**src/rtl/outlier_rejecting_window_average_macros.svh**
```systemverilog
// Assertion macros shared by the outlier-rejecting window average RTL.
// Included by the modules that carry concurrent assertions; no other dependencies.
`ifndef OUTLIER_REJECTING_WINDOW_AVERAGE_MACROS_SVH
`define OUTLIER_REJECTING_WINDOW_AVERAGE_MACROS_SVH

// The consequent must hold in the cycle after the antecedent.
`define ORWA_ASSERT_NEXT(lbl, clk, rst_n, ante, cons) \
    lbl: assert property (@(posedge clk) disable iff (!rst_n) (ante) |=> (cons)) \
        else $error("orwa: next-cycle check failed");

// The consequent must hold in the same cycle as the antecedent.
`define ORWA_ASSERT_SAME(lbl, clk, rst_n, ante, cons) \
    lbl: assert property (@(posedge clk) disable iff (!rst_n) (ante) |-> (cons)) \
        else $error("orwa: same-cycle check failed");

`endif

```
**src/rtl/orwa_pkg.sv**
```systemverilog
// Shared constants, types and controller/datapath command structs.
// No dependencies; the interfaces and every module import this package.
package orwa_pkg;

    localparam int WINDOW_LENGTH = 5;
    localparam int SAMPLE_W      = 21;
    localparam int CNT_W         = $clog2(WINDOW_LENGTH + 1);
    localparam int SUM_W         = SAMPLE_W + CNT_W;
    localparam int DSQ_W         = 2 * SUM_W;
    localparam int SPREAD_W      = DSQ_W + CNT_W;
    localparam int WIN_IDX_W     = $clog2(WINDOW_LENGTH);
    localparam int STEP_W        = $clog2(SUM_W);
    localparam int KEPT_OUT_W    = 3;
    localparam int KEPT_MAX      = 7;
    localparam int CFG_IDX_W     = 1;

    localparam logic [SAMPLE_W-1:0] LOWER_RESET = SAMPLE_W'(700000);
    localparam logic [SAMPLE_W-1:0] UPPER_RESET = SAMPLE_W'(1100000);

    localparam logic [CFG_IDX_W-1:0] REG_LOWER_LIMIT = CFG_IDX_W'(0);
    localparam logic [CFG_IDX_W-1:0] REG_UPPER_LIMIT = CFG_IDX_W'(1);

    typedef logic [SAMPLE_W-1:0]   sample_t;
    typedef logic [KEPT_OUT_W-1:0] kept_out_t;
    typedef logic [CFG_IDX_W-1:0]  cfg_idx_t;
    typedef logic [STEP_W-1:0]     step_t;

    typedef struct packed {
        logic  shift;
        logic  clear;
        logic  sum_en;
        logic  issue;
        logic  spread_en;
        logic  keep_en;
        logic  div_step;
        logic  out_load;
        step_t step;
    } dp_cmd_t;

    typedef struct packed {
        logic kept_zero;
    } dp_sts_t;

endpackage

```
**src/rtl/orwa_if.sv**
```systemverilog
// Valid/ready channel interfaces for the sample input and the result output.
// Depends on orwa_pkg for the payload types.
interface orwa_in_if;
    import orwa_pkg::*;

    logic    valid;
    logic    ready;
    sample_t sample;

    modport source (output valid, output sample, input ready);
    modport sink (input valid, input sample, output ready);
endinterface

interface orwa_out_if;
    import orwa_pkg::*;

    logic      valid;
    logic      ready;
    sample_t   filtered_pressure;
    logic      valid_res;
    kept_out_t kept_count;

    modport source (output valid, output filtered_pressure, output valid_res,
                    output kept_count, input ready);
    modport sink (input valid, input filtered_pressure, input valid_res,
                  input kept_count, output ready);
endinterface

```
**src/rtl/orwa_ctrl.sv**
```systemverilog
// Sequencing state machine: sum, spread, keep, divide and output phases.
// Depends on orwa_pkg and the assertion macro header.
`include "outlier_rejecting_window_average_macros.svh"

module orwa_ctrl (
    input  logic              clk,
    input  logic              rst_n,
    input  logic              in_valid,
    output logic              in_ready,
    output logic              out_valid,
    input  logic              out_ready,
    input  orwa_pkg::dp_sts_t sts,
    output orwa_pkg::dp_cmd_t cmd
);
    import orwa_pkg::*;

    typedef enum logic [5:0] {
        ST_IDLE   = 6'b000001,
        ST_SUM    = 6'b000010,
        ST_SPREAD = 6'b000100,
        ST_KEEP   = 6'b001000,
        ST_DIV    = 6'b010000,
        ST_DONE   = 6'b100000
    } state_t;

    localparam step_t SUM_LAST  = STEP_W'(WINDOW_LENGTH - 1);
    localparam step_t PIPE_LAST = STEP_W'(WINDOW_LENGTH + 1);
    localparam step_t DIV_LAST  = STEP_W'(SUM_W - 1);
    localparam step_t WIN_END   = STEP_W'(WINDOW_LENGTH);

    state_t state_reg, state_next;
    step_t  step_reg, step_next;
    logic   out_valid_reg, out_valid_next;
    logic   in_fire;

    assign in_ready  = (state_reg == ST_IDLE);
    assign in_fire   = in_valid && in_ready;
    assign out_valid = out_valid_reg;

    always_comb
    begin
        state_next     = state_reg;
        step_next      = step_reg;
        out_valid_next = out_valid_reg && !out_ready;
        cmd            = '0;
        cmd.step       = step_reg;
        case (state_reg)
            ST_IDLE:
            begin
                if (in_fire)
                begin
                    cmd.shift  = 1'b1;
                    cmd.clear  = 1'b1;
                    step_next  = '0;
                    state_next = ST_SUM;
                end
            end
            ST_SUM:
            begin
                cmd.sum_en = 1'b1;
                step_next  = step_reg + 1'b1;
                if (step_reg == SUM_LAST)
                begin
                    step_next  = '0;
                    state_next = ST_SPREAD;
                end
            end
            ST_SPREAD:
            begin
                cmd.issue     = (step_reg < WIN_END);
                cmd.spread_en = 1'b1;
                step_next     = step_reg + 1'b1;
                if (step_reg == PIPE_LAST)
                begin
                    step_next  = '0;
                    state_next = ST_KEEP;
                end
            end
            ST_KEEP:
            begin
                cmd.issue   = (step_reg < WIN_END);
                cmd.keep_en = 1'b1;
                step_next   = step_reg + 1'b1;
                if (step_reg == PIPE_LAST)
                begin
                    step_next  = '0;
                    state_next = ST_DIV;
                end
            end
            ST_DIV:
            begin
                if (sts.kept_zero)
                begin
                    state_next = ST_DONE;
                end
                else
                begin
                    cmd.div_step = 1'b1;
                    step_next    = step_reg + 1'b1;
                    if (step_reg == DIV_LAST)
                    begin
                        step_next  = '0;
                        state_next = ST_DONE;
                    end
                end
            end
            ST_DONE:
            begin
                if (!out_valid_reg || out_ready)
                begin
                    cmd.out_load   = 1'b1;
                    out_valid_next = 1'b1;
                    state_next     = ST_IDLE;
                end
            end
            default:
            begin
                state_next = ST_IDLE;
            end
        endcase
    end

    always_ff @(posedge clk or negedge rst_n)
    begin
        if (!rst_n)
        begin
            state_reg     <= ST_IDLE;
            step_reg      <= '0;
            out_valid_reg <= 1'b0;
        end
        else
        begin
            state_reg     <= state_next;
            step_reg      <= step_next;
            out_valid_reg <= out_valid_next;
        end
    end

    `ORWA_ASSERT_NEXT(a_accept_starts_sum, clk, rst_n, in_fire,
        (state_reg == ST_SUM) && (step_reg == '0))
    `ORWA_ASSERT_SAME(a_sum_step_bound, clk, rst_n, (state_reg == ST_SUM),
        (step_reg <= SUM_LAST))
    `ORWA_ASSERT_NEXT(a_div_ends_done, clk, rst_n,
        (state_reg == ST_DIV) && !sts.kept_zero && (step_reg == DIV_LAST),
        (state_reg == ST_DONE))
    `ORWA_ASSERT_NEXT(a_done_free_loads, clk, rst_n,
        (state_reg == ST_DONE) && !out_valid_reg,
        out_valid_reg && (state_reg == ST_IDLE))

endmodule

```
**src/rtl/orwa_dp.sv**
```systemverilog
// Datapath: limit registers, sample window, deviation pipeline, accumulators,
// radix-2 divider and output register. Depends on orwa_pkg.
module orwa_dp (
    input  logic                clk,
    input  logic                rst_n,
    input  logic                cfg_we,
    input  orwa_pkg::cfg_idx_t  cfg_index,
    input  orwa_pkg::sample_t   cfg_data,
    input  orwa_pkg::sample_t   sample,
    input  orwa_pkg::dp_cmd_t   cmd,
    output orwa_pkg::dp_sts_t   sts,
    output orwa_pkg::sample_t   filtered_pressure,
    output logic                valid_res,
    output orwa_pkg::kept_out_t kept_count
);
    import orwa_pkg::*;

    localparam step_t                WIN_END    = STEP_W'(WINDOW_LENGTH);
    localparam logic [SUM_W-1:0]     LEN_SUM    = SUM_W'(WINDOW_LENGTH);
    localparam logic [SPREAD_W-1:0]  LEN_M1     = SPREAD_W'(WINDOW_LENGTH - 1);
    localparam logic [CNT_W+2:0]     KEPT_LIMIT = (CNT_W + 3)'(KEPT_MAX);

    sample_t              lower_reg;
    sample_t              upper_reg;
    sample_t              win_reg [WINDOW_LENGTH];

    logic [SUM_W-1:0]     sum_reg;
    logic [SPREAD_W-1:0]  spread_reg;
    logic [SUM_W-1:0]     kept_sum_reg;
    logic [CNT_W-1:0]     kept_reg;
    logic [CNT_W-1:0]     rem_reg;

    logic                 v1_reg, v2_reg;
    logic                 ok1_reg, ok2_reg;
    sample_t              p1_reg, p2_reg;
    logic [SUM_W-1:0]     d_reg;
    logic [DSQ_W-1:0]     dsq_reg;

    sample_t              out_p_reg;
    logic                 out_v_reg;
    kept_out_t            out_k_reg;

    sample_t              rd_sample;
    logic [WIN_IDX_W-1:0] rd_idx;
    logic                 rd_ok;
    logic [SUM_W-1:0]     lp;
    logic [SUM_W-1:0]     d_next;
    logic [SPREAD_W-1:0]  scaled;
    logic                 keep_hit;
    logic [CNT_W:0]       rem_shift;
    logic [CNT_W:0]       rem_diff;
    logic                 q_bit;
    kept_out_t            kept_sat;

    function automatic logic plausible(input sample_t p, input sample_t lo,
                                       input sample_t hi);
        return (p > lo) && (p < hi);
    endfunction

    assign rd_idx    = cmd.step[WIN_IDX_W-1:0];
    assign rd_sample = (cmd.step < WIN_END) ? win_reg[rd_idx] : '0;
    assign rd_ok     = plausible(rd_sample, lower_reg, upper_reg);

    assign lp     = SUM_W'(rd_sample) * LEN_SUM;
    assign d_next = (lp >= sum_reg) ? (lp - sum_reg) : (sum_reg - lp);

    assign scaled   = SPREAD_W'(dsq_reg) * LEN_M1;
    assign keep_hit = v2_reg && ok2_reg && (scaled <= spread_reg);

    assign rem_shift = {rem_reg, kept_sum_reg[SUM_W-1]};
    assign rem_diff  = rem_shift - {1'b0, kept_reg};
    assign q_bit     = (rem_shift >= {1'b0, kept_reg});

    assign kept_sat = ((CNT_W + 3)'(kept_reg) > KEPT_LIMIT) ? KEPT_OUT_W'(KEPT_MAX)
                                                           : KEPT_OUT_W'(kept_reg);

    assign sts.kept_zero = (kept_reg == '0);

    assign filtered_pressure = out_p_reg;
    assign valid_res         = out_v_reg;
    assign kept_count        = out_k_reg;

    always_ff @(posedge clk or negedge rst_n)
    begin
        if (!rst_n)
        begin
            lower_reg <= LOWER_RESET;
            upper_reg <= UPPER_RESET;
            for (int i = 0; i < WINDOW_LENGTH; i++)
            begin
                win_reg[i] <= '0;
            end
            v1_reg <= 1'b0;
            v2_reg <= 1'b0;
        end
        else
        begin
            if (cfg_we)
            begin
                case (cfg_index)
                    REG_LOWER_LIMIT: lower_reg <= cfg_data;
                    REG_UPPER_LIMIT: upper_reg <= cfg_data;
                    default:         ;
                endcase
            end
            if (cmd.shift)
            begin
                win_reg[0] <= sample;
                for (int i = 1; i < WINDOW_LENGTH; i++)
                begin
                    win_reg[i] <= win_reg[i-1];
                end
            end
            v1_reg <= cmd.issue;
            v2_reg <= v1_reg;
        end
    end

    always_ff @(posedge clk)
    begin
        p1_reg  <= rd_sample;
        ok1_reg <= rd_ok;
        d_reg   <= d_next;
        p2_reg  <= p1_reg;
        ok2_reg <= ok1_reg;
        dsq_reg <= DSQ_W'(d_reg) * DSQ_W'(d_reg);

        if (cmd.clear)
        begin
            sum_reg      <= '0;
            spread_reg   <= '0;
            kept_sum_reg <= '0;
            kept_reg     <= '0;
            rem_reg      <= '0;
        end
        else
        begin
            if (cmd.sum_en && rd_ok)
            begin
                sum_reg <= sum_reg + SUM_W'(rd_sample);
            end
            if (cmd.spread_en && v2_reg && ok2_reg)
            begin
                spread_reg <= spread_reg + SPREAD_W'(dsq_reg);
            end
            if (cmd.keep_en && keep_hit)
            begin
                kept_sum_reg <= kept_sum_reg + SUM_W'(p2_reg);
                kept_reg     <= kept_reg + 1'b1;
            end
            if (cmd.div_step)
            begin
                rem_reg      <= q_bit ? rem_diff[CNT_W-1:0] : rem_shift[CNT_W-1:0];
                kept_sum_reg <= {kept_sum_reg[SUM_W-2:0], q_bit};
            end
        end

        if (cmd.out_load)
        begin
            out_p_reg <= sts.kept_zero ? '0 : kept_sum_reg[SAMPLE_W-1:0];
            out_v_reg <= !sts.kept_zero;
            out_k_reg <= kept_sat;
        end
    end

endmodule

```
**src/rtl/outlier_rejecting_window_average.sv**
```systemverilog
// Top level of the outlier-rejecting window average of pressure samples.
// Depends on orwa_pkg, orwa_if, orwa_ctrl and orwa_dp.
//
// Use: each item on the samples channel carries one 21-bit pressure sample in
// tenths of a pascal. It is shifted into a window of the last five samples,
// and one result item follows on the results channel: the truncated average
// of the plausible samples within one standard deviation of the mean, a flag
// that some sample was kept, and the number kept.
// One item is processed at a time. After the accepting edge the datapath
// runs a sum pass over the window, a deviation pass and a keep pass
// through the squaring pipeline, a radix-2 divider (skipped when nothing
// is kept) and a load of the output register. If the receiver stalls,
// the finished result waits in the output register while the next item
// is accepted and computed; that item then holds until the register is
// taken. Reset empties the output, zeroes the window and loads the limits
// with 700000 and 1100000. The user must write the limits through cfg_we,
// cfg_index and cfg_data only while no item is in flight; the block itself
// does not enforce this.
module outlier_rejecting_window_average (
    input  logic               clk,
    input  logic               rst_n,
    input  logic               cfg_we,
    input  orwa_pkg::cfg_idx_t cfg_index,
    input  orwa_pkg::sample_t  cfg_data,
    orwa_in_if.sink            samples,
    orwa_out_if.source         results
);
    import orwa_pkg::*;

    dp_cmd_t cmd;
    dp_sts_t sts;

    orwa_ctrl u_ctrl (
        .clk       (clk),
        .rst_n     (rst_n),
        .in_valid  (samples.valid),
        .in_ready  (samples.ready),
        .out_valid (results.valid),
        .out_ready (results.ready),
        .sts       (sts),
        .cmd       (cmd)
    );

    orwa_dp u_dp (
        .clk               (clk),
        .rst_n             (rst_n),
        .cfg_we            (cfg_we),
        .cfg_index         (cfg_index),
        .cfg_data          (cfg_data),
        .sample            (samples.sample),
        .cmd               (cmd),
        .sts               (sts),
        .filtered_pressure (results.filtered_pressure),
        .valid_res         (results.valid_res),
        .kept_count        (results.kept_count)
    );

endmodule
```
**src/flat_wrapper.sv**
```systemverilog
// flat-port wrapper written by rule: the top's interface ports become plain ports
module outlier_rejecting_window_average_flat import orwa_pkg::*;
  (clk, rst_n, cfg_we, cfg_index, cfg_data, samples_valid, samples_sample, samples_ready, results_valid, results_filtered_pressure, results_valid_res, results_kept_count, results_ready);
  orwa_in_if samples_i ();
  orwa_out_if results_i ();
  input  logic clk;
  input  logic rst_n;
  input  logic cfg_we;
  input  orwa_pkg::cfg_idx_t cfg_index;
  input  orwa_pkg::sample_t cfg_data;
  input wire logic [$bits(samples_i.valid)-1:0] samples_valid;
  input wire logic [$bits(samples_i.sample)-1:0] samples_sample;
  output wire logic [$bits(samples_i.ready)-1:0] samples_ready;
  output wire logic [$bits(results_i.valid)-1:0] results_valid;
  output wire logic [$bits(results_i.filtered_pressure)-1:0] results_filtered_pressure;
  output wire logic [$bits(results_i.valid_res)-1:0] results_valid_res;
  output wire logic [$bits(results_i.kept_count)-1:0] results_kept_count;
  input wire logic [$bits(results_i.ready)-1:0] results_ready;
  assign samples_i.valid = samples_valid;
  assign samples_i.sample = samples_sample;
  assign samples_ready = samples_i.ready;
  assign results_valid = results_i.valid;
  assign results_filtered_pressure = results_i.filtered_pressure;
  assign results_valid_res = results_i.valid_res;
  assign results_kept_count = results_i.kept_count;
  assign results_i.ready = results_ready;
  outlier_rejecting_window_average u_core (.clk(clk), .rst_n(rst_n), .cfg_we(cfg_we), .cfg_index(cfg_index), .cfg_data(cfg_data), .samples(samples_i), .results(results_i));
endmodule
```
**config.mk**
```make
export PLATFORM = sky130hd
export DESIGN_NAME = outlier_rejecting_window_average_flat
export DESIGN_NICKNAME = d
export VERILOG_FILES = /design/src/rtl/orwa_pkg.sv /design/src/rtl/orwa_if.sv /design/src/rtl/orwa_ctrl.sv /design/src/rtl/orwa_dp.sv /design/src/rtl/outlier_rejecting_window_average.sv /design/src/flat_wrapper.sv
export VERILOG_INCLUDE_DIRS = /design/src /design/src/rtl
export SDC_FILE = /design/constraint.sdc
export NUM_CORES = 2
export LEC_CHECK = 0
export BUFFER_PORTS_ARGS = -buffer_cell sky130_fd_sc_hd__buf_2
export CORE_MARGIN = 2
export CORE_UTILIZATION = 37
export CTS_BUF_LIST = sky130_fd_sc_hd__clkbuf_16
export CTS_CLUSTER_DIAMETER = 30
export DETAILED_ROUTE_END_ITERATION = 10
export GPL_ROUTABILITY_DRIVEN = 1
export GPL_TIMING_DRIVEN = 0
export PLACE_DENSITY = 0.57
export RECOVER_POWER = 50
export SYNTH_ARGS = -nofsm -noshare
export SYNTH_HDL_FRONTEND = slang
export SYNTH_SLANG_ARGS = --single-unit
```
**constraint.sdc**
```tcl
create_clock -name clk -period 9.6 [get_ports clk]
set_clock_uncertainty 0.1 [all_clocks]
set_input_delay 2.88 -clock clk [delete_from_list [all_inputs] [get_ports clk]]
set_output_delay 2.88 -clock clk [all_outputs]
set_load 0.005 [all_outputs]
```
==> qor.yml <==
timing:
  rsz0062_at_grt: "no"
  drv_slew: 164
  holdWs_ns: 0.178
  maxSlewHeadroom: -1.88
  period_share: 0.919
  finalCriticalPeriod_ns: 8.82
  setup_violations: 0
  fmax_mhz: 113
  hold_viol: 0
  tightest_slew_ns: 4.32
  finalSetupTns_ns: 0
clocking:
  clockBufferDepth: 3
  cts_tree: "built"
  tritoncts_num_sinks: 406
  hold_buffers: 0
  cts_buffers: 87
  clkTransAtPathRegs_ns: 0.06
  cts_resized: 0
  cts_setup_buffers: 0
  cts_root_buf: "clkbuf_16"
  htreeDepth: 3
  clk_latency_ns: 0.66
global_routing:
  grtUsageTotal: 0.199
  grt_remaining_overflow: 0
  grt_antenna_before_repair: 5
  grt_pass1_vias: 32300
  grt_max_degree: 83
  grt_pass1_wl_um: 176000
detailed_routing:
  wl_um: 109000
  dr.first_iter.drc_count: 1654
  met1_length_um: 47500
  maxUsedRoutingLayer: "met4"
  wl_met3_um: 5160
  drtPass1Iterations: 5
  drt_drc_violations_left: 0
  route.met2.wl_um: 54000
  avgRoutedWirePerCell_um: 17.7
  vias: 31400
  via_per_inst: 5.07
  ant_nets: 0
synth:
  avgSynthCellArea_sq_um: 8.90
  synth_fa_ha_area_frac: 0.350
  synthesis.nets: 5447
  synth_top_area_frac: 0.213
  synth_compound_area_frac: 0.126
  synth.distinct_cells: 88
  async_flop_share: 0.397
  synth.area.mux_share: 0.0251
  yosys.area_share.xor_xnor: 0.0350
  syn_inst: 4528
  synth_area_leaders: "fa_1 21%, ha_1 14%, dfxtp_1 11%"
  synth_top_family_by_area: "adder cells"
  synthSimpleGateAreaFrac: 0.149
  synth_area_leader_cell: "fa_1"
  netlist_area_sq_um: 40300
  synth_edf_count: 25
  synth-seq-area-share: 0.229
  ys_warn_count: 0
  ys_ff_latch: 406
  synth_top_flop_cell: "dfxtp_1"
setup_path:
  cp.required_ns: 10.03
  crit_type: "reg -> reg"
  cp-end-kind: "register"
  cp_max_fo: 10
  critPathLaunchType: "register"
  cp.arrival_ns: 9.26
floorplan:
  io_pins: 75
  die_x_um: 334
  die_h_um: 334
  die-area_sq_um: 112000
  initial_core_util: 0.372
  rows: 121
  core_area_sq_um: 108000
placement:
  io_buffers: 74
  dp_hpwl_um: 87400
  dp_cells: 6018
  gp_congestion: 0.907
cells_and_area:
  regArea_sq_um: 9210
  postLayoutCoreUtil: 0.422
  largest_register_ffs: 105
  layout_common_cells: "760 x inv_1, 692 x nand2_1, 443 x ha_1, 428 x fa_1, 255 x a21oi_1"
  mostFrequentLayoutCell: "inv_1"
  fillers: 10900
  multi_input_area_sq_um: 27600
  instances_no_fill: 6183
  final_layout_size_suffix_gt1_frac: 0.0715
  synthToLayoutAreaGrowth_pct: 13.6
  num-nets-final: 5612
worst_hold_path:
  hold_path.class: "reg -> reg"
run:
  maxCapViolations: 2
run_status:
  violations: "capacitance limit, slew limit"
  outcome: "finished with violations"
-- path summary, 6_finish.rpt --
kind | cells after the start | from | end | slack (ns)
setup / recovery | 25 | u_core.u_dp.d_reg[14] | u_core.u_dp.dsq_reg[46] | 0.78
hold / removal | 0 | u_core.u_dp.p1_reg[7] | u_core.u_dp.p2_reg[7] | 0.18
setup reg to reg | 25 | u_core.u_dp.d_reg[14] | u_core.u_dp.dsq_reg[46] | 0.78
hold reg to reg | 0 | u_core.u_dp.p1_reg[7] | u_core.u_dp.p2_reg[7] | 0.18
max in group asynchronous | 2 | rst_n | u_core.u_dp.win_reg[80] | 2.08
min in group asynchronous | 1 | rst_n | u_core.u_dp.win_reg[98] | 3.66
-- Yosys cell counts (9+ instances only) --
master	n
mux2_2	29
fa_1	428
a211o_1	9
inv_1	753
xnor2_1	104
or3_1	12
mux2i_1	21
and2_1	153
or2_2	12
nor4_1	11
nand3b_1	12
nor2b_1	33
dfstp_2	17
o21a_1	28
nand2b_1	24
clkbuf_1	142
o21ai_0	147
mux4_2	21
o211ai_1	21
o21bai_1	13
and4_1	11
nand2_1	692
dfrtp_1	144
ha_1	443
a21oi_1	255
a22oi_1	26
a31oi_1	22
a211oi_1	36
nor3_1	37
nor2_1	191
nand4_1	37
nand3_1	41
edfxtp_1	25
xor2_1	57
a21o_1	125
and3_1	23
a221oi_1	9
dfxtp_1	220
-- worst max-delay path, stage by stage (launching register included) --
cell      delay [ns]
dfxtp_1         0.75
clkbuf_1        0.64
nand2_1         0.24
fa_1            0.58
inv_1           0.06
fa_1            0.53
inv_1           0.05
fa_1            0.52
inv_1           0.05
fa_1            0.49
inv_1           0.05
fa_1            0.53
inv_1           0.05
fa_1            0.48
inv_1           0.05
fa_1            0.51
inv_1           0.05
ha_1            0.39
o21ai_0         0.12
a21oi_1         0.24
nor4b_1         0.70
o211ai_1        0.24
o211a_1         0.27
o311ai_0        0.63
a311oi_1        0.22
xnor2_1         0.18
-- per-layer routing --
| metal | vias to the layer above | GRT usage |
|---|---|---|
| li1 | 15100 | - |
| met4 | 0 | 0.0530 |
| met3 | 165 | 0.0270 |
| met5 | - | 0 |
| met2 | 711 | 0.347 |
| met1 | 15300 | 0.258 |
-- metrics by stage --
stage / worst slack, ns / cell area, sq um
global placement: 0.779 / 42400
floorplan: 2.58 / 40300
finish: 0.777 / 45800
CTS: 0.683 / 45800
global route: 0.106 / 45700
detailed placement: 0.684 / 42500
-- kinds of logic (layout without fill, tap and decap cells) --
logic type,Yosys count,after routing
other,0,2
buffers and inverters,915,1154
AOI/OAI and AO/OA,789,789
adders and majority gates,871,871
muxes,71,71
DFF,406,406
and+or+nand+nor,1315,1315
xor gates and xnor gates,161,161
-- layout make-up --
cell class,instances,area share
clock inverters,73,0.0234
clock buffers,90,0.0492
multi-input cells,3207,0.603
inverters,754,0.0619
plain buffers,161,0.0141
diodes,2,0.000109
flip-flops and latches,406,0.201
repair buffers,76,0.00823
well taps,1414,0.0387
Power is not shown: default switching activity piles up to over one toggle a cycle in this logic, so the estimate is an artifact.
